**config.mk**
```make
export PLATFORM = sky130hd
export DESIGN_NAME = bus_request_packet_validator_flat
export DESIGN_NICKNAME = d
export VERILOG_FILES = /design/src/hw/rtl/brpv_pkg.sv /design/src/hw/rtl/brpv_req_if.sv /design/src/hw/rtl/brpv_res_if.sv /design/src/hw/rtl/brpv_datapath.sv /design/src/hw/rtl/brpv_controller.sv /design/src/hw/rtl/bus_request_packet_validator.sv /design/src/flat_wrapper.sv
export VERILOG_INCLUDE_DIRS = /design/src /design/src/hw/rtl
export SDC_FILE = /design/constraint.sdc
export NUM_CORES = 1
export LEC_CHECK = 0
export ABC_AREA = 1
export BUFFER_PORTS_ARGS = -buffer_cell sky130_fd_sc_hd__buf_2
export CAP_MARGIN = 20
export CELL_PAD_IN_SITES_DETAIL_PLACEMENT = 1
export CELL_PAD_IN_SITES_GLOBAL_PLACEMENT = 1
export CORE_MARGIN = 3
export CORE_UTILIZATION = 49
export CTS_BUF_LIST = sky130_fd_sc_hd__clkbuf_4 sky130_fd_sc_hd__clkbuf_8
export CTS_CLUSTER_DIAMETER = 50
export DETAILED_ROUTE_END_ITERATION = 8
export PLACE_DENSITY = 0.81
export SLEW_MARGIN = 20
export SYNTH_ARGS = -nofsm -noshare
export SYNTH_HDL_FRONTEND = slang
export SYNTH_SLANG_ARGS = --single-unit
```
**constraint.sdc**
```tcl
create_clock -name i_clk -period 6.25 [get_ports i_clk]
set_input_delay 0.3125 -clock i_clk [delete_from_list [all_inputs] [get_ports i_clk]]
set_output_delay 0.3125 -clock i_clk [all_outputs]
set_load 0.03 [all_outputs]
```
**src/hw/rtl/bus_request_packet_validator_defines.svh**
```systemverilog
// assertion macros for the bus request packet validator
// used by the controller and datapath files, no other dependencies
`ifndef BUS_REQUEST_PACKET_VALIDATOR_DEFINES_SVH
`define BUS_REQUEST_PACKET_VALIDATOR_DEFINES_SVH

// same-cycle implication
`define BRPV_ASSERT_NOW(lbl, clk, rst_n, ante, cons, msg) \
    lbl: assert property (@(posedge clk) disable iff (!(rst_n)) (ante) |-> (cons)) \
        else $error(msg);

// next-cycle implication
`define BRPV_ASSERT_NEXT(lbl, clk, rst_n, ante, cons, msg) \
    lbl: assert property (@(posedge clk) disable iff (!(rst_n)) (ante) |=> (cons)) \
        else $error(msg);

`endif

```
**src/hw/rtl/brpv_pkg.sv**
```systemverilog
// shared types, constants and a helper function of the bus request packet validator
// no dependencies
package brpv_pkg;

    localparam int PACKET_BYTES   = 64;
    localparam int MAX_PAYLOAD    = 32;
    localparam int PAY_AW         = (MAX_PAYLOAD > 1) ? $clog2(MAX_PAYLOAD) : 1;
    localparam int HDR_FIRST      = 4;
    localparam int RESERVED_FIRST = 19;
    localparam int PAYLOAD_OFFSET = 32;
    localparam int HDR_BYTES      = RESERVED_FIRST - HDR_FIRST;
    localparam int POS_W          = 7;
    localparam int POS_MAX        = 127;

    // header byte slots, counted from packet byte 4
    localparam int H_SEQ0  = 0;
    localparam int H_SEQ1  = 1;
    localparam int H_SEQ2  = 2;
    localparam int H_SEQ3  = 3;
    localparam int H_KIND  = 4;
    localparam int H_FLAGS = 5;
    localparam int H_TX    = 6;
    localparam int H_RX    = 7;
    localparam int H_RATE0 = 8;
    localparam int H_RATE1 = 9;
    localparam int H_RATE2 = 10;
    localparam int H_RATE3 = 11;
    localparam int H_TMO0  = 12;
    localparam int H_TMO1  = 13;
    localparam int H_ADDR  = 14;

    localparam logic [15:0] TMO_MAX      = 16'd100;
    localparam logic [32:0] LEASE_MARGIN = 33'd10;
    localparam logic [31:0] UART_RATE_MIN = 32'd300;
    localparam logic [31:0] UART_RATE_MAX = 32'd115200;
    localparam logic [31:0] I2C_RATE_MIN  = 32'd10000;
    localparam logic [31:0] I2C_RATE_MAX  = 32'd100000;
    localparam logic [31:0] SPI_RATE_MIN  = 32'd10000;
    localparam logic [31:0] SPI_RATE_MAX  = 32'd1000000;
    localparam logic [7:0]  I2C_ADDR_MIN  = 8'h08;
    localparam logic [7:0]  I2C_ADDR_MAX  = 8'h77;
    localparam logic [7:0]  SPI_FLAGS_MAX = 8'd3;

    localparam logic [19:0] PINS_UART = 20'h00003;
    localparam logic [19:0] PINS_I2C  = 20'h0000C;
    localparam logic [19:0] PINS_SPI  = 20'hF0000;

    localparam int CFG_IDX_W = 2;
    localparam logic [CFG_IDX_W-1:0] CFG_UART_KIND = 2'd0;
    localparam logic [CFG_IDX_W-1:0] CFG_I2C_KIND  = 2'd1;
    localparam logic [CFG_IDX_W-1:0] CFG_SPI_KIND  = 2'd2;

    localparam logic [2:0] STAT_OK           = 3'd0;
    localparam logic [2:0] STAT_BAD_REQUEST  = 3'd1;
    localparam logic [2:0] STAT_REPLAY       = 3'd2;
    localparam logic [2:0] STAT_NO_LEASE     = 3'd3;
    localparam logic [2:0] STAT_PIN_CONFLICT = 3'd4;

    typedef struct packed {
        logic [2:0]  status;
        logic [31:0] sequence_number;
        logic [7:0]  bus_kind;
        logic [7:0]  bus_flags;
        logic [7:0]  transmit_size;
        logic [7:0]  receive_size;
        logic [31:0] bus_rate;
        logic [15:0] timeout_value;
        logic [7:0]  device_address;
        logic [7:0]  payload_byte;
        logic        is_payload;
        logic        last_of_run;
    } t_res;

    typedef struct packed {
        logic take;
        logic eop;
        logic chk_a;
        logic chk_b;
        logic ld_hdr;
        logic rd_pay;
        logic ld_pay;
        logic clr;
    } t_dp_cmd;

    typedef struct packed {
        logic out_free;
        logic more_pay;
        logic pay_last;
    } t_dp_stat;

    function automatic logic [7:0] magic_byte(input logic [1:0] idx);
        logic [7:0] b;
        case (idx)
            2'd0:    b = 8'h4D;
            2'd1:    b = 8'h42;
            2'd2:    b = 8'h32;
            default: b = 8'h01;
        endcase
        return b;
    endfunction

endpackage

```
**src/hw/rtl/brpv_req_if.sv**
```systemverilog
// request byte channel: valid/ready handshake with the packet byte and sideband
// no dependencies
interface brpv_req_if;
    logic        valid;
    logic        ready;
    logic [7:0]  data_byte;
    logic        end_of_packet;
    logic [31:0] last_sequence;
    logic        is_authorized;
    logic [31:0] lease_remaining;
    logic [19:0] pin_free_mask;

    modport source (output valid, data_byte, end_of_packet, last_sequence,
                    is_authorized, lease_remaining, pin_free_mask, input ready);
    modport sink   (input valid, data_byte, end_of_packet, last_sequence,
                    is_authorized, lease_remaining, pin_free_mask, output ready);
endinterface

```
**src/hw/rtl/brpv_res_if.sv**
```systemverilog
// result channel: valid/ready handshake with header and payload result fields
// no dependencies
interface brpv_res_if;
    logic        valid;
    logic        ready;
    logic [2:0]  status;
    logic [31:0] sequence_number;
    logic [7:0]  bus_kind;
    logic [7:0]  bus_flags;
    logic [7:0]  transmit_size;
    logic [7:0]  receive_size;
    logic [31:0] bus_rate;
    logic [15:0] timeout_value;
    logic [7:0]  device_address;
    logic [7:0]  payload_byte;
    logic        is_payload;
    logic        last_of_run;

    modport source (output valid, status, sequence_number, bus_kind, bus_flags,
                    transmit_size, receive_size, bus_rate, timeout_value,
                    device_address, payload_byte, is_payload, last_of_run,
                    input ready);
    modport sink   (input valid, status, sequence_number, bus_kind, bus_flags,
                    transmit_size, receive_size, bus_rate, timeout_value,
                    device_address, payload_byte, is_payload, last_of_run,
                    output ready);
endinterface

```
**src/hw/rtl/brpv_datapath.sv**
```systemverilog
// datapath: byte intake, header capture, payload memory, checks and result register
// depends on brpv_pkg and bus_request_packet_validator_defines.svh
`include "bus_request_packet_validator_defines.svh"

module brpv_datapath import brpv_pkg::*; (
    input  logic                 i_clk,
    input  logic                 i_rst_n,
    input  t_dp_cmd              i_cmd,
    output t_dp_stat             o_stat,
    input  logic [7:0]           i_data_byte,
    input  logic [31:0]          i_last_sequence,
    input  logic                 i_is_authorized,
    input  logic [31:0]          i_lease_remaining,
    input  logic [19:0]          i_pin_free_mask,
    input  logic                 i_cfg_we,
    input  logic [CFG_IDX_W-1:0] i_cfg_idx,
    input  logic [7:0]           i_cfg_wdata,
    output t_res                 o_res,
    output logic                 o_res_valid,
    input  logic                 i_res_ready
);

    logic [7:0]        r_uart_kind, r_i2c_kind, r_spi_kind;
    logic [POS_W-1:0]  r_pos;
    logic              r_magic_ok;
    logic              r_padding_ok;
    logic [7:0]        r_hdr [HDR_BYTES];
    logic [7:0]        r_mem [MAX_PAYLOAD];
    logic [7:0]        r_rd_data;
    logic [PAY_AW-1:0] r_pay_idx;

    logic [31:0] r_last_seq;
    logic        r_auth;
    logic [31:0] r_lease;
    logic [19:0] r_pins;

    logic       r_frame_bad, r_replay, r_limit_bad;
    logic [3:0] r_kind_sel;
    logic [2:0] r_status;

    t_res r_out;
    logic r_out_vld;

    logic [31:0]      seq, rate, diff;
    logic [15:0]      tmo;
    logic [7:0]       kind, flags, tx, rx, addr;
    logic [POS_W-1:0] hdr_off, pay_off;
    logic             rule_bad, lease_bad, pin_bad;
    logic [19:0]      pin_need;
    logic [2:0]       n_status;
    logic             pay_last;
    logic             take_hit;

    assign seq  = {r_hdr[H_SEQ3], r_hdr[H_SEQ2], r_hdr[H_SEQ1], r_hdr[H_SEQ0]};
    assign kind = r_hdr[H_KIND];
    assign flags = r_hdr[H_FLAGS];
    assign tx   = r_hdr[H_TX];
    assign rx   = r_hdr[H_RX];
    assign rate = {r_hdr[H_RATE3], r_hdr[H_RATE2], r_hdr[H_RATE1], r_hdr[H_RATE0]};
    assign tmo  = {r_hdr[H_TMO1], r_hdr[H_TMO0]};
    assign addr = r_hdr[H_ADDR];
    assign diff = seq - r_last_seq;

    assign hdr_off  = r_pos - POS_W'(HDR_FIRST);
    assign pay_off  = r_pos - POS_W'(PAYLOAD_OFFSET);
    assign take_hit = i_cmd.take && (r_pos < POS_W'(PACKET_BYTES));
    assign pay_last = ((8'(r_pay_idx) + 8'd1) == tx);

    // config registers
    always_ff @(posedge i_clk) begin
        if (!i_rst_n) begin
            r_uart_kind <= 8'd0;
            r_i2c_kind  <= 8'd1;
            r_spi_kind  <= 8'd2;
        end else if (i_cfg_we) begin
            case (i_cfg_idx)
                CFG_UART_KIND: r_uart_kind <= i_cfg_wdata;
                CFG_I2C_KIND:  r_i2c_kind  <= i_cfg_wdata;
                CFG_SPI_KIND:  r_spi_kind  <= i_cfg_wdata;
                default: ;
            endcase
        end
    end

    // packet control state
    always_ff @(posedge i_clk) begin
        if (!i_rst_n || i_cmd.clr) begin
            r_pos        <= '0;
            r_magic_ok   <= 1'b1;
            r_padding_ok <= 1'b1;
        end else if (i_cmd.take) begin
            if (r_pos < POS_W'(POS_MAX)) begin
                r_pos <= r_pos + POS_W'(1);
            end
            if (take_hit) begin
                if (r_pos < POS_W'(HDR_FIRST)) begin
                    if (i_data_byte != magic_byte(r_pos[1:0])) begin
                        r_magic_ok <= 1'b0;
                    end
                end else if (r_pos >= POS_W'(RESERVED_FIRST)) begin
                    if (r_pos < POS_W'(PAYLOAD_OFFSET)) begin
                        if (i_data_byte != 8'd0) begin
                            r_padding_ok <= 1'b0;
                        end
                    end else if ((8'(pay_off) >= tx) && (i_data_byte != 8'd0)) begin
                        r_padding_ok <= 1'b0;
                    end
                end
            end
        end
    end

    // header bytes and payload memory
    always_ff @(posedge i_clk) begin
        if (take_hit && (r_pos >= POS_W'(HDR_FIRST)) && (r_pos < POS_W'(RESERVED_FIRST))) begin
            r_hdr[hdr_off[3:0]] <= i_data_byte;
        end
        if (take_hit && (r_pos >= POS_W'(PAYLOAD_OFFSET))
                && (pay_off < POS_W'(MAX_PAYLOAD))) begin
            r_mem[pay_off[PAY_AW-1:0]] <= i_data_byte;
        end
        if (i_cmd.rd_pay) begin
            r_rd_data <= r_mem[r_pay_idx];
        end
    end

    // sideband sampled on the end byte
    always_ff @(posedge i_clk) begin
        if (i_cmd.eop) begin
            r_last_seq <= i_last_sequence;
            r_auth     <= i_is_authorized;
            r_lease    <= i_lease_remaining;
            r_pins     <= i_pin_free_mask;
        end
    end

    // first check stage: frame, replay, limits, kind select
    always_ff @(posedge i_clk) begin
        if (i_cmd.chk_a) begin
            r_frame_bad <= (r_pos != POS_W'(PACKET_BYTES)) || !r_magic_ok;
            r_replay    <= (seq == 32'd0) || (diff == 32'd0) || diff[31];
            r_limit_bad <= (tmo == 16'd0) || (tmo > TMO_MAX)
                        || (tx > 8'(MAX_PAYLOAD)) || (rx > 8'(MAX_PAYLOAD))
                        || ((tx == 8'd0) && (rx == 8'd0)) || !r_padding_ok;
            if (kind == r_uart_kind) begin
                r_kind_sel <= 4'b0001;
            end else if (kind == r_i2c_kind) begin
                r_kind_sel <= 4'b0010;
            end else if (kind == r_spi_kind) begin
                r_kind_sel <= 4'b0100;
            end else begin
                r_kind_sel <= 4'b1000;
            end
        end
    end

    // second check stage: kind rules, lease, pins
    always_comb begin
        rule_bad = 1'b1;
        pin_need = '0;
        case (r_kind_sel)
            4'b0001: begin
                rule_bad = (flags != 8'd0) || (addr != 8'd0)
                        || (rate < UART_RATE_MIN) || (rate > UART_RATE_MAX);
                pin_need = PINS_UART;
            end
            4'b0010: begin
                rule_bad = (flags != 8'd0) || (addr < I2C_ADDR_MIN) || (addr > I2C_ADDR_MAX)
                        || (rate < I2C_RATE_MIN) || (rate > I2C_RATE_MAX);
                pin_need = PINS_I2C;
            end
            4'b0100: begin
                rule_bad = (flags > SPI_FLAGS_MAX) || (addr != 8'd0)
                        || (rate < SPI_RATE_MIN) || (rate > SPI_RATE_MAX)
                        || ((tx != 8'd0) && (rx != 8'd0) && (tx != rx));
                pin_need = PINS_SPI;
            end
            default: begin
                rule_bad = 1'b1;
                pin_need = '0;
            end
        endcase
        lease_bad = !r_auth || ({1'b0, r_lease} < (33'(tmo) + LEASE_MARGIN));
        pin_bad   = ((r_pins & pin_need) != pin_need);
        if (r_frame_bad) begin
            n_status = STAT_BAD_REQUEST;
        end else if (r_replay) begin
            n_status = STAT_REPLAY;
        end else if (r_limit_bad || rule_bad) begin
            n_status = STAT_BAD_REQUEST;
        end else if (lease_bad) begin
            n_status = STAT_NO_LEASE;
        end else if (pin_bad) begin
            n_status = STAT_PIN_CONFLICT;
        end else begin
            n_status = STAT_OK;
        end
    end

    always_ff @(posedge i_clk) begin
        if (i_cmd.chk_b) begin
            r_status <= n_status;
        end
    end

    // result register
    always_ff @(posedge i_clk) begin
        if (!i_rst_n) begin
            r_out_vld <= 1'b0;
        end else if (i_cmd.ld_hdr || i_cmd.ld_pay) begin
            r_out_vld <= 1'b1;
        end else if (i_res_ready) begin
            r_out_vld <= 1'b0;
        end
    end

    always_ff @(posedge i_clk) begin
        if (i_cmd.ld_hdr) begin
            r_pay_idx <= '0;
            r_out     <= '0;
            r_out.status      <= r_status;
            r_out.last_of_run <= 1'b1;
            if (!r_frame_bad) begin
                r_out.sequence_number <= seq;
                r_out.bus_kind        <= kind;
                r_out.bus_flags       <= flags;
                r_out.transmit_size   <= tx;
                r_out.receive_size    <= rx;
                r_out.bus_rate        <= rate;
                r_out.timeout_value   <= tmo;
                r_out.device_address  <= addr;
                r_out.last_of_run     <= (r_status != STAT_OK) || (tx == 8'd0);
            end
        end else if (i_cmd.ld_pay) begin
            r_pay_idx          <= r_pay_idx + PAY_AW'(1);
            r_out              <= '0;
            r_out.payload_byte <= r_rd_data;
            r_out.is_payload   <= 1'b1;
            r_out.last_of_run  <= pay_last;
        end
    end

    assign o_res       = r_out;
    assign o_res_valid = r_out_vld;

    assign o_stat.out_free = !r_out_vld || i_res_ready;
    assign o_stat.more_pay = (r_status == STAT_OK) && (tx != 8'd0);
    assign o_stat.pay_last = pay_last;

    `BRPV_ASSERT_NOW(a_no_overwrite, i_clk, i_rst_n, (i_cmd.ld_hdr || i_cmd.ld_pay),
        (!r_out_vld || i_res_ready), "result register overwritten before taken")
    `BRPV_ASSERT_NOW(a_payload_only_ok, i_clk, i_rst_n, (i_cmd.ld_pay),
        (r_status == STAT_OK), "payload result for a failed request")

endmodule

```
**src/hw/rtl/brpv_controller.sv**
```systemverilog
// controller: sequences byte intake, the check states ST_CHK_A and ST_CHK_B and result emission
// depends on brpv_pkg and bus_request_packet_validator_defines.svh
`include "bus_request_packet_validator_defines.svh"

module brpv_controller import brpv_pkg::*; (
    input  logic     i_clk,
    input  logic     i_rst_n,
    input  logic     i_valid,
    input  logic     i_eop,
    output logic     o_ready,
    output t_dp_cmd  o_cmd,
    input  t_dp_stat i_stat
);

    typedef enum logic [5:0] {
        ST_BYTE   = 6'b000001,
        ST_CHK_A  = 6'b000010,
        ST_CHK_B  = 6'b000100,
        ST_HDR    = 6'b001000,
        ST_PAY_RD = 6'b010000,
        ST_PAY    = 6'b100000
    } t_state;

    t_state r_state, n_state;

    always_ff @(posedge i_clk) begin
        if (!i_rst_n) begin
            r_state <= ST_BYTE;
        end else begin
            r_state <= n_state;
        end
    end

    always_comb begin
        n_state = r_state;
        o_cmd   = '0;
        o_ready = 1'b0;
        case (r_state)
            ST_BYTE: begin
                o_ready = 1'b1;
                if (i_valid) begin
                    o_cmd.take = 1'b1;
                    if (i_eop) begin
                        o_cmd.eop = 1'b1;
                        n_state   = ST_CHK_A;
                    end
                end
            end
            ST_CHK_A: begin
                o_cmd.chk_a = 1'b1;
                n_state     = ST_CHK_B;
            end
            ST_CHK_B: begin
                o_cmd.chk_b = 1'b1;
                n_state     = ST_HDR;
            end
            ST_HDR: begin
                if (i_stat.out_free) begin
                    o_cmd.ld_hdr = 1'b1;
                    if (i_stat.more_pay) begin
                        n_state = ST_PAY_RD;
                    end else begin
                        o_cmd.clr = 1'b1;
                        n_state   = ST_BYTE;
                    end
                end
            end
            ST_PAY_RD: begin
                o_cmd.rd_pay = 1'b1;
                n_state      = ST_PAY;
            end
            ST_PAY: begin
                if (i_stat.out_free) begin
                    o_cmd.ld_pay = 1'b1;
                    if (i_stat.pay_last) begin
                        o_cmd.clr = 1'b1;
                        n_state   = ST_BYTE;
                    end else begin
                        n_state = ST_PAY_RD;
                    end
                end
            end
            default: begin
                n_state = ST_BYTE;
            end
        endcase
    end

    `BRPV_ASSERT_NEXT(a_eop_starts_check, i_clk, i_rst_n, (i_valid && o_ready && i_eop),
        (r_state == ST_CHK_A && !o_ready), "end byte did not start the checks")

endmodule

```
**src/hw/rtl/bus_request_packet_validator.sv**
```systemverilog
// top level of the bus request packet validator: controller plus datapath
// depends on brpv_pkg, brpv_req_if, brpv_res_if, brpv_controller, brpv_datapath
//
//   channel   dir   handshake                 carries
//   i_req     in    valid/ready (sink)        packet byte, end mark, sideband
//   o_res     out   valid/ready (source)      header result or payload byte
//   i_cfg_*   in    write enable, no wait     kind code registers 0..2
//
// bytes are taken one per cycle until the end byte; the check states ST_CHK_A and
// ST_CHK_B follow, then one header result and, for an OK status, a payload memory read
// and a result per transmit payload byte; results wait while the result register is full
// synchronous active-low reset, no clearing pass; payload memory is not reset
// the result register lets the next packet's bytes in while the last result waits

module bus_request_packet_validator import brpv_pkg::*; (
    input  logic                 i_clk,
    input  logic                 i_rst_n,
    brpv_req_if.sink             i_req,
    brpv_res_if.source           o_res,
    input  logic                 i_cfg_we,
    input  logic [CFG_IDX_W-1:0] i_cfg_idx,
    input  logic [7:0]           i_cfg_wdata
);

    t_dp_cmd  cmd;
    t_dp_stat stat;
    t_res     res;
    logic     res_valid;

    brpv_controller u_ctrl (
        .i_clk   (i_clk),
        .i_rst_n (i_rst_n),
        .i_valid (i_req.valid),
        .i_eop   (i_req.end_of_packet),
        .o_ready (i_req.ready),
        .o_cmd   (cmd),
        .i_stat  (stat)
    );

    brpv_datapath u_dp (
        .i_clk             (i_clk),
        .i_rst_n           (i_rst_n),
        .i_cmd             (cmd),
        .o_stat            (stat),
        .i_data_byte       (i_req.data_byte),
        .i_last_sequence   (i_req.last_sequence),
        .i_is_authorized   (i_req.is_authorized),
        .i_lease_remaining (i_req.lease_remaining),
        .i_pin_free_mask   (i_req.pin_free_mask),
        .i_cfg_we          (i_cfg_we),
        .i_cfg_idx         (i_cfg_idx),
        .i_cfg_wdata       (i_cfg_wdata),
        .o_res             (res),
        .o_res_valid       (res_valid),
        .i_res_ready       (o_res.ready)
    );

    assign o_res.valid           = res_valid;
    assign o_res.status          = res.status;
    assign o_res.sequence_number = res.sequence_number;
    assign o_res.bus_kind        = res.bus_kind;
    assign o_res.bus_flags       = res.bus_flags;
    assign o_res.transmit_size   = res.transmit_size;
    assign o_res.receive_size    = res.receive_size;
    assign o_res.bus_rate        = res.bus_rate;
    assign o_res.timeout_value   = res.timeout_value;
    assign o_res.device_address  = res.device_address;
    assign o_res.payload_byte    = res.payload_byte;
    assign o_res.is_payload      = res.is_payload;
    assign o_res.last_of_run     = res.last_of_run;

endmodule
```
**src/flat_wrapper.sv**
```systemverilog
// flat-port wrapper written by rule: the top's interface ports become plain ports
module bus_request_packet_validator_flat import brpv_pkg::*;
  (i_clk, i_rst_n, i_cfg_we, i_cfg_idx, i_cfg_wdata, i_req_valid, i_req_data_byte, i_req_end_of_packet, i_req_last_sequence, i_req_is_authorized, i_req_lease_remaining, i_req_pin_free_mask, i_req_ready, o_res_valid, o_res_status, o_res_sequence_number, o_res_bus_kind, o_res_bus_flags, o_res_transmit_size, o_res_receive_size, o_res_bus_rate, o_res_timeout_value, o_res_device_address, o_res_payload_byte, o_res_is_payload, o_res_last_of_run, o_res_ready);
  brpv_req_if i_req_i ();
  brpv_res_if o_res_i ();
  input  logic i_clk;
  input  logic i_rst_n;
  input  logic i_cfg_we;
  input  logic [CFG_IDX_W-1:0] i_cfg_idx;
  input  logic [7:0] i_cfg_wdata;
  input wire logic [$bits(i_req_i.valid)-1:0] i_req_valid;
  input wire logic [$bits(i_req_i.data_byte)-1:0] i_req_data_byte;
  input wire logic [$bits(i_req_i.end_of_packet)-1:0] i_req_end_of_packet;
  input wire logic [$bits(i_req_i.last_sequence)-1:0] i_req_last_sequence;
  input wire logic [$bits(i_req_i.is_authorized)-1:0] i_req_is_authorized;
  input wire logic [$bits(i_req_i.lease_remaining)-1:0] i_req_lease_remaining;
  input wire logic [$bits(i_req_i.pin_free_mask)-1:0] i_req_pin_free_mask;
  output wire logic [$bits(i_req_i.ready)-1:0] i_req_ready;
  output wire logic [$bits(o_res_i.valid)-1:0] o_res_valid;
  output wire logic [$bits(o_res_i.status)-1:0] o_res_status;
  output wire logic [$bits(o_res_i.sequence_number)-1:0] o_res_sequence_number;
  output wire logic [$bits(o_res_i.bus_kind)-1:0] o_res_bus_kind;
  output wire logic [$bits(o_res_i.bus_flags)-1:0] o_res_bus_flags;
  output wire logic [$bits(o_res_i.transmit_size)-1:0] o_res_transmit_size;
  output wire logic [$bits(o_res_i.receive_size)-1:0] o_res_receive_size;
  output wire logic [$bits(o_res_i.bus_rate)-1:0] o_res_bus_rate;
  output wire logic [$bits(o_res_i.timeout_value)-1:0] o_res_timeout_value;
  output wire logic [$bits(o_res_i.device_address)-1:0] o_res_device_address;
  output wire logic [$bits(o_res_i.payload_byte)-1:0] o_res_payload_byte;
  output wire logic [$bits(o_res_i.is_payload)-1:0] o_res_is_payload;
  output wire logic [$bits(o_res_i.last_of_run)-1:0] o_res_last_of_run;
  input wire logic [$bits(o_res_i.ready)-1:0] o_res_ready;
  assign i_req_i.valid = i_req_valid;
  assign i_req_i.data_byte = i_req_data_byte;
  assign i_req_i.end_of_packet = i_req_end_of_packet;
  assign i_req_i.last_sequence = i_req_last_sequence;
  assign i_req_i.is_authorized = i_req_is_authorized;
  assign i_req_i.lease_remaining = i_req_lease_remaining;
  assign i_req_i.pin_free_mask = i_req_pin_free_mask;
  assign i_req_ready = i_req_i.ready;
  assign o_res_valid = o_res_i.valid;
  assign o_res_status = o_res_i.status;
  assign o_res_sequence_number = o_res_i.sequence_number;
  assign o_res_bus_kind = o_res_i.bus_kind;
  assign o_res_bus_flags = o_res_i.bus_flags;
  assign o_res_transmit_size = o_res_i.transmit_size;
  assign o_res_receive_size = o_res_i.receive_size;
  assign o_res_bus_rate = o_res_i.bus_rate;
  assign o_res_timeout_value = o_res_i.timeout_value;
  assign o_res_device_address = o_res_i.device_address;
  assign o_res_payload_byte = o_res_i.payload_byte;
  assign o_res_is_payload = o_res_i.is_payload;
  assign o_res_last_of_run = o_res_i.last_of_run;
  assign o_res_i.ready = o_res_ready;
  bus_request_packet_validator u_core (.i_clk(i_clk), .i_rst_n(i_rst_n), .i_req(i_req_i), .o_res(o_res_i), .i_cfg_we(i_cfg_we), .i_cfg_idx(i_cfg_idx), .i_cfg_wdata(i_cfg_wdata));
endmodule
```
* Word level (Yosys, flattened, before mapping)
Memory sizes are Yosys's and may differ from the RTL's. A register that Yosys moved wholly into a read port is not among the register bits.
Index checks and enable logic that the tools add are counted.
** Word-level totals
- Logic and storage cells :: 205
- Register bits :: 273
- RAM bits :: 376
- Memories :: 2
- Output and inout port bits :: 135
- Bits of input ports :: 109
** Memory list
- u_core.u_dp.r_mem :: words 32, bits a word 8, read ports 1, clocked after memory_dff 1, write ports 1, line brpv_datapath.sv:28 : logic [7:0] r_mem [MAX_PAYLOAD];
- u_core.u_dp.r_hdr :: words 15, bits a word 8, read ports 15, clocked after memory_dff 0, write ports 1, line brpv_datapath.sv:27 : logic [7:0] r_hdr [HDR_BYTES];
** Cells by class
- Order comparisons :: 22
- Muxes and demuxes :: 48
- Bitwise operators :: 2
- Eq/ne operators :: 26
- Reduce and logical (&&, ||, !) cells :: 66
- $add $sub $neg :: 7
** Operators by type and width (count)
- 2-to-1 mux 133 bit :: 2
- 2-to-1 mux 120 bit :: 1
- > comparator 32 x 17 -> 1 bit (second input constant) :: 2
- zero test 32 bit :: 2
- case mux 20 bit (3 select lines) :: 1
- nonzero test 8 bit :: 5
- case mux 6 bit (6 select lines) :: 1
- > comparator 32 x 20 -> 1 bit (second input constant) :: 1
- < comparator 32 x 14 -> 1 bit (second input constant) :: 1
- < comparator 32 x 17 -> 1 bit :: 1
- < comparator 32 x 9 -> 1 bit (second input constant) :: 1
- 2-to-1 mux 8 bit :: 4
- subtractor 32 bit :: 1
- logical OR 1 bit :: 25
- == test 8 bit :: 3
- 2-to-1 mux 6 bit :: 4
- 2-to-1 mux 1 bit :: 21
- case mux 7 bit (3 select lines) :: 1
- bitwise AND 20 bit :: 1
- inequality test 20 bit :: 1
- adder 16 x 4 -> 17 bit (second input constant) :: 1
- > comparator 16 x 7 -> 1 bit (second input constant) :: 1
- > comparator 8 x 6 -> 1 bit (second input constant) :: 2
- zero test 16 bit :: 1
- other kinds (51) :: 87

* Logic depth before layout (Yosys ltp)
Gate-level depths: netlist of the first run.
An unclocked memory read counts as a cell.
- Depth after elaboration :: 10
- Gate-level depth with buffers :: 22
- Depth with buffers taken out :: 22

* Modules after synthesis
A second synthesis of the first run with hierarchy kept.
** Unflattened totals
- Cells, all modules :: 2639
- Area total of the unflattened synthesis :: 28354.7 um2
** Modules (own cells, without submodules)
- brpv_datapath :: cells each 2569, area each 27928.0 um2, instances 1, sequential area each 18707.9 um2
- brpv_controller :: cells each 70, area each 426.7 um2, instances 1, sequential area each 120.1 um2

* Worst setup path before layout of the first run
OpenSTA, ideal clock, no wires.
- Kind :: flip-flop to flip-flop
- Start point :: reg u_core.u_dp.r_out_vld (netlist: u_core.u_dp.o_res_valid)
- End point :: reg, netlist name u_core.u_dp.o_res[0]
- Stages on the path, launching flop included :: 7
- Buffers on the path :: 1
- Data arrival time :: 3.360 ns
- Setup slack :: 1.802 ns
- Path through :: dfxtp_1 -> inv_1 -> nor2_1 -> nor2_1 -> inv_1 -> clkbuf_1 -> nand2_1
** On the way
- Word-level cells in the longest chain between the ends :: 5
- Elaborated cells on any way between the ends :: 7
- Classes of those cells :: mux: 4; reduce/logical: 3
** RTL lines
- from (decl) :: line brpv_datapath.sv:42 : logic r_out_vld;
- from (signal assigned) :: line brpv_datapath.sv:209 : r_out_vld <= 1'b0;
- from (signal assigned) :: line brpv_datapath.sv:211 : r_out_vld <= 1'b1;
- from (signal assigned) :: line brpv_datapath.sv:213 : r_out_vld <= 1'b0;
- zero test 1 bit * :: line brpv_datapath.sv:246 : assign o_stat.out_free = !r_out_vld || i_res_ready;
- logical OR 1 bit * :: line brpv_datapath.sv:246
- 2-to-1 mux 2 bit / 2-to-1 mux 1 bit (equally long branches) :: line brpv_controller.sv:73, brpv_controller.sv:58
- 2-to-1 mux 1 bit :: line brpv_controller.sv:38 : case (r_state)
- nonzero test 2 bit (no line) *
Every way passes the cells marked *; elsewhere a longest branch is shown, timed or not.
A chain may end at the register's enable or synchronous reset.

==> metrics.log, run 1 <==
[metrics] Post-Syn Nets: 2845
[metrics] synthesis-to-layout area growth: 17.7%
[metrics] Root Buffer Master: sky130_fd_sc_hd__clkbuf_8
[metrics] Core Box Area: around 57000 um^2
[metrics] slew at the pin with the worst max-slew slack: about 1100 ps
[metrics] Setup Crit Path Kind: reg -> reg
[metrics] Final Skew: 27.8 ps
[metrics] worst relative slew slack: 23.8%
[metrics] kind of capture point of the worst setup path: register
[metrics] Pleak: ~0.013 uW
[metrics] row count: 87
[metrics] Starting DRT DRC Count: 1830
[metrics] slowest stage cell, crit path: sky130_fd_sc_hd__edfxtp_1
[metrics] number of antenna violations at the first check in global routing: 5
[metrics] worst path cell trace: ha_1 -> o21ai_1 -> nor3_1 -> nand3_1 -> nor2_1 -> inv_1 -> nor3_2 -> nand2_1 -> xor2_1 -> ha_1 -> nand2_1 -> inv_1 -> nand3_1 -> nor3_1 -> nand2_1 -> nand2_1 -> nand2_1 -> nand2_1 -> nand2_1 -> nand3b_1 -> nand2_1 -> nand2_1
[metrics] number of buffers inserted by post-CTS setup repair: 0
[metrics] average instance area after synthesis: 10.6 um^2
[metrics] max layer used: met5
[metrics] placed wire-length estimate: approximately 56000 um
[metrics] Clock Tree Buf Depth: 3
[metrics] path type of the worst min-delay path: in -> reg
[metrics] largest net degree at the start of global routing: 83
[metrics] time the worst path needs with I/O delays and setup: around 3600 ps
[metrics] R2R Setup Slk: ~2600 ps
[metrics] top fanout value on the critical path: 3
[metrics] YS warnings: 0
[metrics] depth of the most critical reg-to-reg path: 22
[metrics] post-synthesis async set-or-reset flop share: 0%
[metrics] Net Sw Power: 2140 uW
[metrics] share of cells above drive strength 1: 15.4%
[metrics] pins over their slew limit: 0
[metrics] global-route total usage across every layer: between 20% and 30%
[metrics] die height: between 200 and 250 um
[metrics] flip-flop and latch count after synthesis: between 600 and 700
[metrics] Starting Density: 49.9%
[metrics] switching part of the total: about a quarter
[metrics] worst path bufs/invs: 2
[metrics] post-placement setup slack: 2700 ps
[metrics] share of power burned in the clock network: about 41%
[metrics] maximum vdd drop: 0.179 mV
[metrics] setup repair after global routing missed its margin: no
[metrics] total met2 wirelength after detailed routing: roughly 45000 um
[metrics] pwr/cell area: approximately 270 nW/um^2
[metrics] critical path's largest stage delay: around 420 ps
[metrics] sequential cell fraction of total power: 52.2%
[metrics] dominant cell type by area after synthesis: sky130_fd_sc_hd__edfxtp_1
[metrics] clock transition time at the flip-flop clock pins of the worst setup and hold paths: 60 ps
[metrics] timing endpoint of the critical path: u_core.u_dp.r_status[0]
[metrics] remaining routing DRC violations: 0
[metrics] via-per-instance ratio: 5.62
[metrics] fillcell total: around 6k
[metrics] most frequent cells in the layout: sky130_fd_sc_hd__edfxtp_1, sky130_fd_sc_hd__nor2_1, sky130_fd_sc_hd__nand2_1
[metrics] number of different library cells in the post-synthesis netlist: 56
[metrics] number of detailed-routing iterations run before antenna repair: 7
[metrics] internal power: 7000 uW
[metrics] count of nets after finishing: about 3.2k
[metrics] DIE WIDTH: roughly 250 um
[metrics] number of instances in the synthesized netlist: between 2k and 3k
[metrics] wire length on met3: 6190 um
[metrics] GRT Residual Overflow: 0
[metrics] Worst EP required: 6710 ps
[metrics] wire length of the first global-routing pass: 135000 um
[metrics] dominant cells by area after synthesis: sky130_fd_sc_hd__edfxtp_1, sky130_fd_sc_hd__nor2_1, sky130_fd_sc_hd__nand2_1, sky130_fd_sc_hd__inv_1, sky130_fd_sc_hd__dfxtp_1
[metrics] reg-to-reg endpoint: u_core.u_dp.r_status[0]
[metrics] final cell count without fillers: about 4k
[metrics] vias in the first global route: 23.4k
[metrics] ratio of final minimum period to clock period: 58.3%
[metrics] insertion delay of the later-clocked pin in the worst-skew pair: about 720 ps
[metrics] htree depth: 3
[metrics] Antenna Violating Nets Remaining: 0
[metrics] Buffers on Ports: around 230
[metrics] average wire per standard cell: 23.2 um
[metrics] origin of the critical flop-to-flop path: u_core.u_dp.r_hdr[12][1]
[metrics] most used flip-flop cell after synthesis: sky130_fd_sc_hd__edfxtp_1
[metrics] gate family responsible for the most delay along the worst path: simple AND/OR/NAND/NOR gates
[metrics] share of the synthesized area in the top cell type: 62.4%
[metrics] critical path arrival: 4100 ps
[metrics] number of ports placed on the die boundary: about 240
[metrics] hold-critical path depth: 4
[metrics] Placed Instances: 3601
[metrics] clock tree from TritonCTS: built
[metrics] total length of routed wires: 90100 um
[metrics] result of the run: finished, final reports clean
[metrics] count of maximum capacitance violations: 0
[metrics] Clock Sink Count: 645
[metrics] leading cell type in the layout, fill and taps excluded: sky130_fd_sc_hd__edfxtp_1
[metrics] Post-Syn Area: 28400 um^2
[metrics] startpoint type of the worst setup path: register
[metrics] Gate power share: 6.3%
[metrics] most common cell type on the critical path: sky130_fd_sc_hd__nand2_1
[metrics] die area: 60900 um^2
[metrics] Crit. path cell count: 22
[metrics] number of hold violations in the final report: 0
[metrics] final-layout worst hold slack: 92.8 ps
[metrics] Fin Setup TNS: 0 ps
[metrics] Highest Clock Rate: 275 MHz
[metrics] Final GP Congestion: approximately 0.9
[metrics] detailed-route via count: 21.8k
[metrics] met1 routed wirelength after detailed routing: 34900 um
[metrics] beginning of the critical path: u_core.u_dp.r_hdr[12][1]
[metrics] slack of the critical path: between 2000 and 3000 ps
[metrics] EDFF count, synth: a little under 600
[metrics] final number of setup-violating endpoints: 0
[metrics] clock buffers created by TritonCTS: around 110
[metrics] proportion of synthesized chip area in sequential cells: 66.2%
## stage by stage
step                      power [uW]  util, %  area [um^2]
after detailed placement        5380     53.4        30400
after global routing            9460     58.8        33500
after CTS                       9150     58.7        33400
final                           9140     58.8        33500
after floorplan                 5150        -        28400
after global placement          5350     53.3        30300
## per-layer routing
layer,global-route usage (%),vias to the layer above
li1,-,9847
met1,35.7,10818
met2,50.7,901
met3,5.44,258
met4,13.8,6
met5,0,-
## final cells by class
| class | instances | area (um^2) | share of cell area [%] |
|---|---|---|---|
| Antenna cell | 3 | 7.51 | 0.0224 |
| Clock buffer | 168 | 1970 | 5.88 |
| Clock inverter | 27 | 188 | 0.561 |
| Inverter | 344 | 1300 | 3.87 |
| Multi-Input combinational cell | 1607 | 8010 | 23.9 |
| Sequential cell | 645 | 18800 | 56.3 |
| Tap cell | 756 | 946 | 2.83 |
| Timing Repair Buffer | 336 | 2210 | 6.61 |
## power groups by stage
stage | combinational (uW) | sequential, uW | clock, uW
after floorplan | 295 | 4850 | 0
after global placement | 485 | 4860 | 0
after detailed placement | 516 | 4860 | 0
after CTS | 567 | 4780 | 3810
after global routing | 632 | 4780 | 4050
final | 581 | 4780 | 3790
## cells by family (layout without fill, tap and decap cells)
logic type | after synthesis | count (layout) | share of synthesized area (%)
simple gates | 1122 | 1122 | 16.6
fa+ha+maj | 65 | 65 | 2.89
other cells | 0 | 3 | 0
mux | 1 | 1 | 0.0396
compound gates | 383 | 383 | 7.37
xor+xnor | 36 | 36 | 1.14
buf+inv | 419 | 875 | 5.72
flops | 645 | 645 | 66.2
## state kept, by name, indices dropped and copies added (netlist names)
signal,flops
u_core.u_dp.r_pins,8
u_core.u_dp.r_lease,32
u_core.u_dp.r_auth,1
u_core.u_dp.r_rd_data,8
u_core.u_dp.r_status,3
u_core.u_dp.r_uart_kind,8
u_core.u_dp.o_res_valid,1
u_core.u_dp.r_last_seq,32
u_core.u_dp.r_pay_idx,5
u_core.u_dp.r_mem,256
u_core.u_dp.r_spi_kind,8
u_core.u_dp.o_res,133
u_core.u_dp.r_i2c_kind,8
u_core.u_dp.r_magic_ok,1
u_core.u_ctrl.r_state,6
u_core.u_dp.r_replay,1
u_core.u_dp.r_kind_sel,4
u_core.u_dp.r_limit_bad,1
u_core.u_dp.r_padding_ok,1
u_core.u_dp.r_hdr,120
u_core.u_dp.r_frame_bad,1
u_core.u_dp.r_pos,7
## synth_stat cells (4+ instances only)
cell type,instances
sky130_fd_sc_hd__or2_2,8
sky130_fd_sc_hd__o21bai_1,5
sky130_fd_sc_hd__xnor2_1,13
sky130_fd_sc_hd__nand2_4,4
sky130_fd_sc_hd__o22ai_1,77
sky130_fd_sc_hd__nor2_2,4
sky130_fd_sc_hd__a21oi_1,71
sky130_fd_sc_hd__nand2_1,393
sky130_fd_sc_hd__inv_1,340
sky130_fd_sc_hd__nor3_2,4
sky130_fd_sc_hd__clkbuf_1,46
sky130_fd_sc_hd__nor3_1,34
sky130_fd_sc_hd__o31ai_1,7
sky130_fd_sc_hd__edfxtp_1,591
sky130_fd_sc_hd__nand3b_1,5
sky130_fd_sc_hd__nand2_2,8
sky130_fd_sc_hd__nor2_1,517
sky130_fd_sc_hd__nor4_1,13
sky130_fd_sc_hd__o21ai_0,205
sky130_fd_sc_hd__buf_2,23
sky130_fd_sc_hd__xor2_1,22
sky130_fd_sc_hd__ha_1,64
sky130_fd_sc_hd__nand4_1,37
sky130_fd_sc_hd__nand3_1,75
sky130_fd_sc_hd__dfxtp_1,54
sky130_fd_sc_hd__buf_4,4
## worst min-delay path by stage
stage / from / end / slack, ps
global placement: u_core.u_dp.r_spi_kind[6] / u_core.u_dp.r_spi_kind[6] / 450
detailed placement: u_core.u_dp.r_padding_ok / u_core.u_dp.r_padding_ok / 460
floorplan: i_req_is_authorized / u_core.u_dp.r_auth / 410
CTS: i_rst_n / u_core.u_dp.r_i2c_kind[0] / 30
finish: o_res_ready / u_core.u_ctrl.r_state[5] / 90
global route: i_rst_n / u_core.u_dp.r_spi_kind[1] / 70
## timing repair
| action | 4_1_cts | 5_1_grt |
|---|---|---|
| setup endpoints to repair | 0 | 0 |
| hold buffers | 86 | 0 |
| gates resized for setup | 0 | 0 |
| hold endpoints to repair | 97 | 0 |
## worst register-to-register path, cell delays in order, from the launching register on
cell and delay, ps:
sky130_fd_sc_hd__edfxtp_1 420, sky130_fd_sc_hd__ha_1 250, sky130_fd_sc_hd__o21ai_1 120, sky130_fd_sc_hd__nor3_1 330, sky130_fd_sc_hd__nand3_1 200, sky130_fd_sc_hd__nor2_1 170, sky130_fd_sc_hd__inv_1 90, sky130_fd_sc_hd__nor3_2 160
sky130_fd_sc_hd__nand2_1 110, sky130_fd_sc_hd__xor2_1 160, sky130_fd_sc_hd__ha_1 300, sky130_fd_sc_hd__nand2_1 80, sky130_fd_sc_hd__inv_1 60, sky130_fd_sc_hd__nand3_1 90, sky130_fd_sc_hd__nor3_1 170, sky130_fd_sc_hd__nand2_1 80
sky130_fd_sc_hd__nand2_1 60, sky130_fd_sc_hd__nand2_1 50, sky130_fd_sc_hd__nand2_1 80, sky130_fd_sc_hd__nand2_1 90, sky130_fd_sc_hd__nand3b_1 200, sky130_fd_sc_hd__nand2_1 70, sky130_fd_sc_hd__nand2_1 50
Note: power is estimated with default switching activity, not from simulation.
==> inputs of run 2 (changes only) <==
- CORE_UTILIZATION: 49 -> 44
- PLACE_DENSITY: 0.81 -> 0.77
- clock period: 6.25 -> 3.2 ns (I/O delays scaled with it)
==> metrics.log, run 2 (synthesis gave the netlist of run 1 again) <==
[metrics] ratio of final minimum period to clock period: 101% (was 58.3%)
[metrics] startpoint type of the worst setup path: register (unchanged)
[metrics] remaining routing DRC violations: 0 (unchanged)
[metrics] number of antenna violations at the first check in global routing: 4 (was 5)
[metrics] register cell area after layout: 18800 um^2 (unchanged)
[metrics] slack of the critical path: -20.7 ps (was 2610 ps)
[metrics] DIE WIDTH: 260 um (was 247 um)
[metrics] maximum vdd drop: 0.363 mV (was 0.179 mV)
[metrics] die height: 260 um (was 247 um)
[metrics] top fanout value on the critical path: 2 (was 3)
[metrics] worst relative slew slack: 35.3% (was 23.8%)
[metrics] vias in the first global route: 23.0k (was 23.4k)
[metrics] time the worst path needs with I/O delays and setup: 3220 ps (was 3640 ps)
[metrics] leading cell type in the layout, fill and taps excluded: sky130_fd_sc_hd__edfxtp_1 (unchanged)
[metrics] violations in the final reports: setup timing
[metrics] critical path's largest stage delay: 360 ps (was 420 ps)
[metrics] share of cells above drive strength 1: 17.1% (was 15.4%)
[metrics] post-placement setup slack: -50.9 ps (was 2700 ps)
[metrics] share of power burned in the clock network: 42.3% (was 41.4%)
[metrics] Final GP Congestion: 0.892 (was 0.889)
[metrics] Gate power share: 6.3% (about the same)
[metrics] gate family responsible for the most delay along the worst path: simple AND/OR/NAND/NOR gates (unchanged)
[metrics] Final Skew: 40.2 ps (was 27.8 ps)
[metrics] clock buffers created by TritonCTS: 104 (was 105)
[metrics] Net Sw Power: 4220 uW (was 2140 uW)
[metrics] Root Buffer Master: sky130_fd_sc_hd__clkbuf_8 (unchanged)
[metrics] placed wire-length estimate: 60000 um (was 56300 um)
[metrics] most frequent cells in the layout: sky130_fd_sc_hd__edfxtp_1, sky130_fd_sc_hd__nor2_1, sky130_fd_sc_hd__nand2_1 (unchanged)
[metrics] Clock Sink Count: 645 (unchanged)
[metrics] Core Box Area: 63500 um^2 (was 56900 um^2)
[metrics] fillcell total: 6987 (was 6149)
[metrics] placed inst area: 30900 um^2 (was 30400 um^2)
[metrics] GRT Residual Overflow: 0 (unchanged)
[metrics] Worst EP required: 3650 ps (was 6710 ps)
[metrics] result of the run: complete, but fails checks (was finished, final reports clean)
[metrics] final non-filler cell area: 34200 um^2 (was 33500 um^2)
[metrics] global-route total usage across every layer: 25.6% (was 29.4%)
[metrics] Buffers on Ports: 231 (unchanged)
[metrics] count of nets after finishing: 3276 (was 3213)
[metrics] worst path bufs/invs: 2 (unchanged)
[metrics] area of the multi-input gates: 8060 um^2 (was 8010 um^2)
[metrics] critical path arrival: 3670 ps (was 4100 ps)
[metrics] worst path cell trace: ha_2 -> o21ai_2 -> nor3_2 -> nand3_1 -> nor2_2 -> inv_2 -> nor3_2 -> nand2_1 -> xor2_1 -> ha_1 -> nand2_2 -> inv_2 -> nand3_2 -> nor3_2 -> nand2_1 -> nand2_1 -> nand2_1 -> nand2_1 -> nand2_2 -> nand3b_1 -> nand2_1 -> nand2_1 (was ha_1 -> o21ai_1 -> nor3_1 -> nand3_1 -> nor2_1 -> inv_1 -> nor3_2 -> nand2_1 -> xor2_1 -> ha_1 -> nand2_1 -> inv_1 -> nand3_1 -> nor3_1 -> nand2_1 -> nand2_1 -> nand2_1 -> nand2_1 -> nand2_1 -> nand3b_1 -> nand2_1 -> nand2_1)
[metrics] via-per-instance ratio: 5.37 (was 5.62)
[metrics] number of hold violations in the final report: 0 (unchanged)
[metrics] row count: 92 (was 87)
[metrics] Starting DRT DRC Count: 1721 (was 1830)
[metrics] most common cell type on the critical path: sky130_fd_sc_hd__nand2_1 (unchanged)
[metrics] slowest stage cell, crit path: sky130_fd_sc_hd__edfxtp_1 (unchanged)
[metrics] path type of the worst min-delay path: in -> reg (unchanged)
[metrics] die area: 67700 um^2 (was 60900 um^2)
[metrics] htree depth: 3 (unchanged)
[metrics] slew at the pin with the worst max-slew slack: 969 ps (was 1140 ps)
[metrics] max FFs per register: 256 (unchanged)
[metrics] internal power: 13900 uW (was 7000 uW)
[metrics] clock tree from TritonCTS: built (unchanged)
[metrics] switching part of the total: 23.3% (was 23.4%)
[metrics] clock transition time at the flip-flop clock pins of the worst setup and hold paths: 70 ps (was 60 ps)
[metrics] detailed-route via count: 21.6k (was 21.8k)
[metrics] pwr/cell area: 529 nW/um^2 (was 273 nW/um^2)
[metrics] sequential cell fraction of total power: 51.4% (was 52.2%)
[metrics] synthesis-to-layout area growth: 20.5% (was 17.7%)
[metrics] Highest Clock Rate: 310 MHz (was 275 MHz)
[metrics] average wire per standard cell: 21.8 um (was 23.2 um)
[metrics] Clock Tree Buf Depth: 3 (unchanged)
[metrics] pins over their slew limit: 0 (unchanged)
[metrics] Antenna Violating Nets Remaining: 0 (unchanged)
[metrics] final number of setup-violating endpoints: 1 (was 0)
[metrics] number of ports placed on the die boundary: 244 (unchanged)
[metrics] Setup Crit Path Kind: reg -> reg (unchanged)
[metrics] insertion delay of the later-clocked pin in the worst-skew pair: 730 ps (was 720 ps)
[metrics] Starting Density: 44.7% (was 49.9%)
[metrics] number of detailed-routing iterations run before antenna repair: 5 (was 7)
[metrics] Pleak: 0.0137 uW (was 0.0133 uW)
[metrics] total length of routed wires: 87700 um (was 90100 um)
[metrics] wire length of the first global-routing pass: 133000 um (was 135000 um)
[metrics] kind of capture point of the worst setup path: register (unchanged)
[metrics] count of maximum capacitance violations: 0 (unchanged)
[metrics] setup repair after global routing missed its margin: yes (was no)
[metrics] largest net degree at the start of global routing: 70 (was 83)
## run 2: area by class of cell
| type | instances | area share, % |
|---|---|---|
| Clock buffer | 146 | 5.30 |
| Tap cell | 846 | 3.09 |
| Antenna cell | 1 | 0.00731 |
| Sequential cell | 645 | 55.0 |
| Inverter | 344 | 3.78 |
| Clock inverter | 40 | 1.25 |
| Timing Repair Buffer | 400 | 8.04 |
| Multi-Input combinational cell | 1607 | 23.5 |
## run 2: worst register-to-register path, stage by stage (launching register included)
cell	delay (ps)
sky130_fd_sc_hd__edfxtp_1	360
sky130_fd_sc_hd__ha_2	200
sky130_fd_sc_hd__o21ai_2	70
sky130_fd_sc_hd__nor3_2	200
sky130_fd_sc_hd__nand3_1	140
sky130_fd_sc_hd__nor2_2	170
sky130_fd_sc_hd__inv_2	60
sky130_fd_sc_hd__nor3_2	180
sky130_fd_sc_hd__nand2_1	100
sky130_fd_sc_hd__xor2_1	150
sky130_fd_sc_hd__ha_1	320
sky130_fd_sc_hd__nand2_2	80
sky130_fd_sc_hd__inv_2	50
sky130_fd_sc_hd__nand3_2	80
sky130_fd_sc_hd__nor3_2	110
sky130_fd_sc_hd__nand2_1	70
sky130_fd_sc_hd__nand2_1	70
sky130_fd_sc_hd__nand2_1	50
sky130_fd_sc_hd__nand2_1	80
sky130_fd_sc_hd__nand2_2	80
sky130_fd_sc_hd__nand3b_1	200
sky130_fd_sc_hd__nand2_1	80
sky130_fd_sc_hd__nand2_1	50
## run 2: timing repair
item | in CTS | in global routing
setup endpoints to repair | 1 | 3
pin swaps | 0 | 9
hold buffers | 96 | 0
setup buffers | 0 | 5
hold endpoints to repair | 111 | 0
resized for setup | 1 | 16
## run 2: path summary, 6_finish.rpt
| kind | start | end | slack, ps | cells after the start |
|---|---|---|---|---|
| worst min-delay path | i_req_data_byte[7] | u_core.u_dp.r_mem[15][7] | 60 | 1 |
| worst max-delay path | u_core.u_dp.r_hdr[12][2] | u_core.u_dp.r_status[0] | -20 | 22 |
| worst min register to register | u_core.u_dp.r_spi_kind[6] | u_core.u_dp.r_spi_kind[6] | 470 | 2 |
| worst max register to register | u_core.u_dp.r_hdr[12][2] | u_core.u_dp.r_status[0] | -20 | 22 |
## run 2: per-stage QoR
stage | cells | utilization (%) | hold slack [ps] | setup TNS, ps | power, uW
3_3_place_gp | 3741 | 48.7 | 336 | 0 | 10500
5_1_grt | 4028 | 53.9 | 39.1 | -621 | 18800
2_1_floorplan | 2671 | - | 259 | 0 | 10100
4_1_cts | 4023 | 53.7 | 19.1 | 0 | 18200
6_report | 4029 | 53.9 | 61.9 | -20.7 | 18100
3_5_place_dp | 3741 | 48.7 | 339 | -50.9 | 10500
## run 2: per-layer routing
layer,vias to the layer above,GRT usage (%),share of wire [%]
li1,9952,-,-
met1,10836,31.7,41
met2,699,45.4,51
met3,148,4.20,5.9
met4,4,8.56,2.6
met5,-,0,0.031
## run 2: power by group through the flow
stage                     Clock [uW]  Combinational [uW]  Sequential (uW)
after detailed placement           0                1020             9490
after global routing            8190                1250             9320
after floorplan                    0                 577             9480
after global placement             0                 978             9480
final                           7670                1140             9320
after CTS                       7790                1130             9310
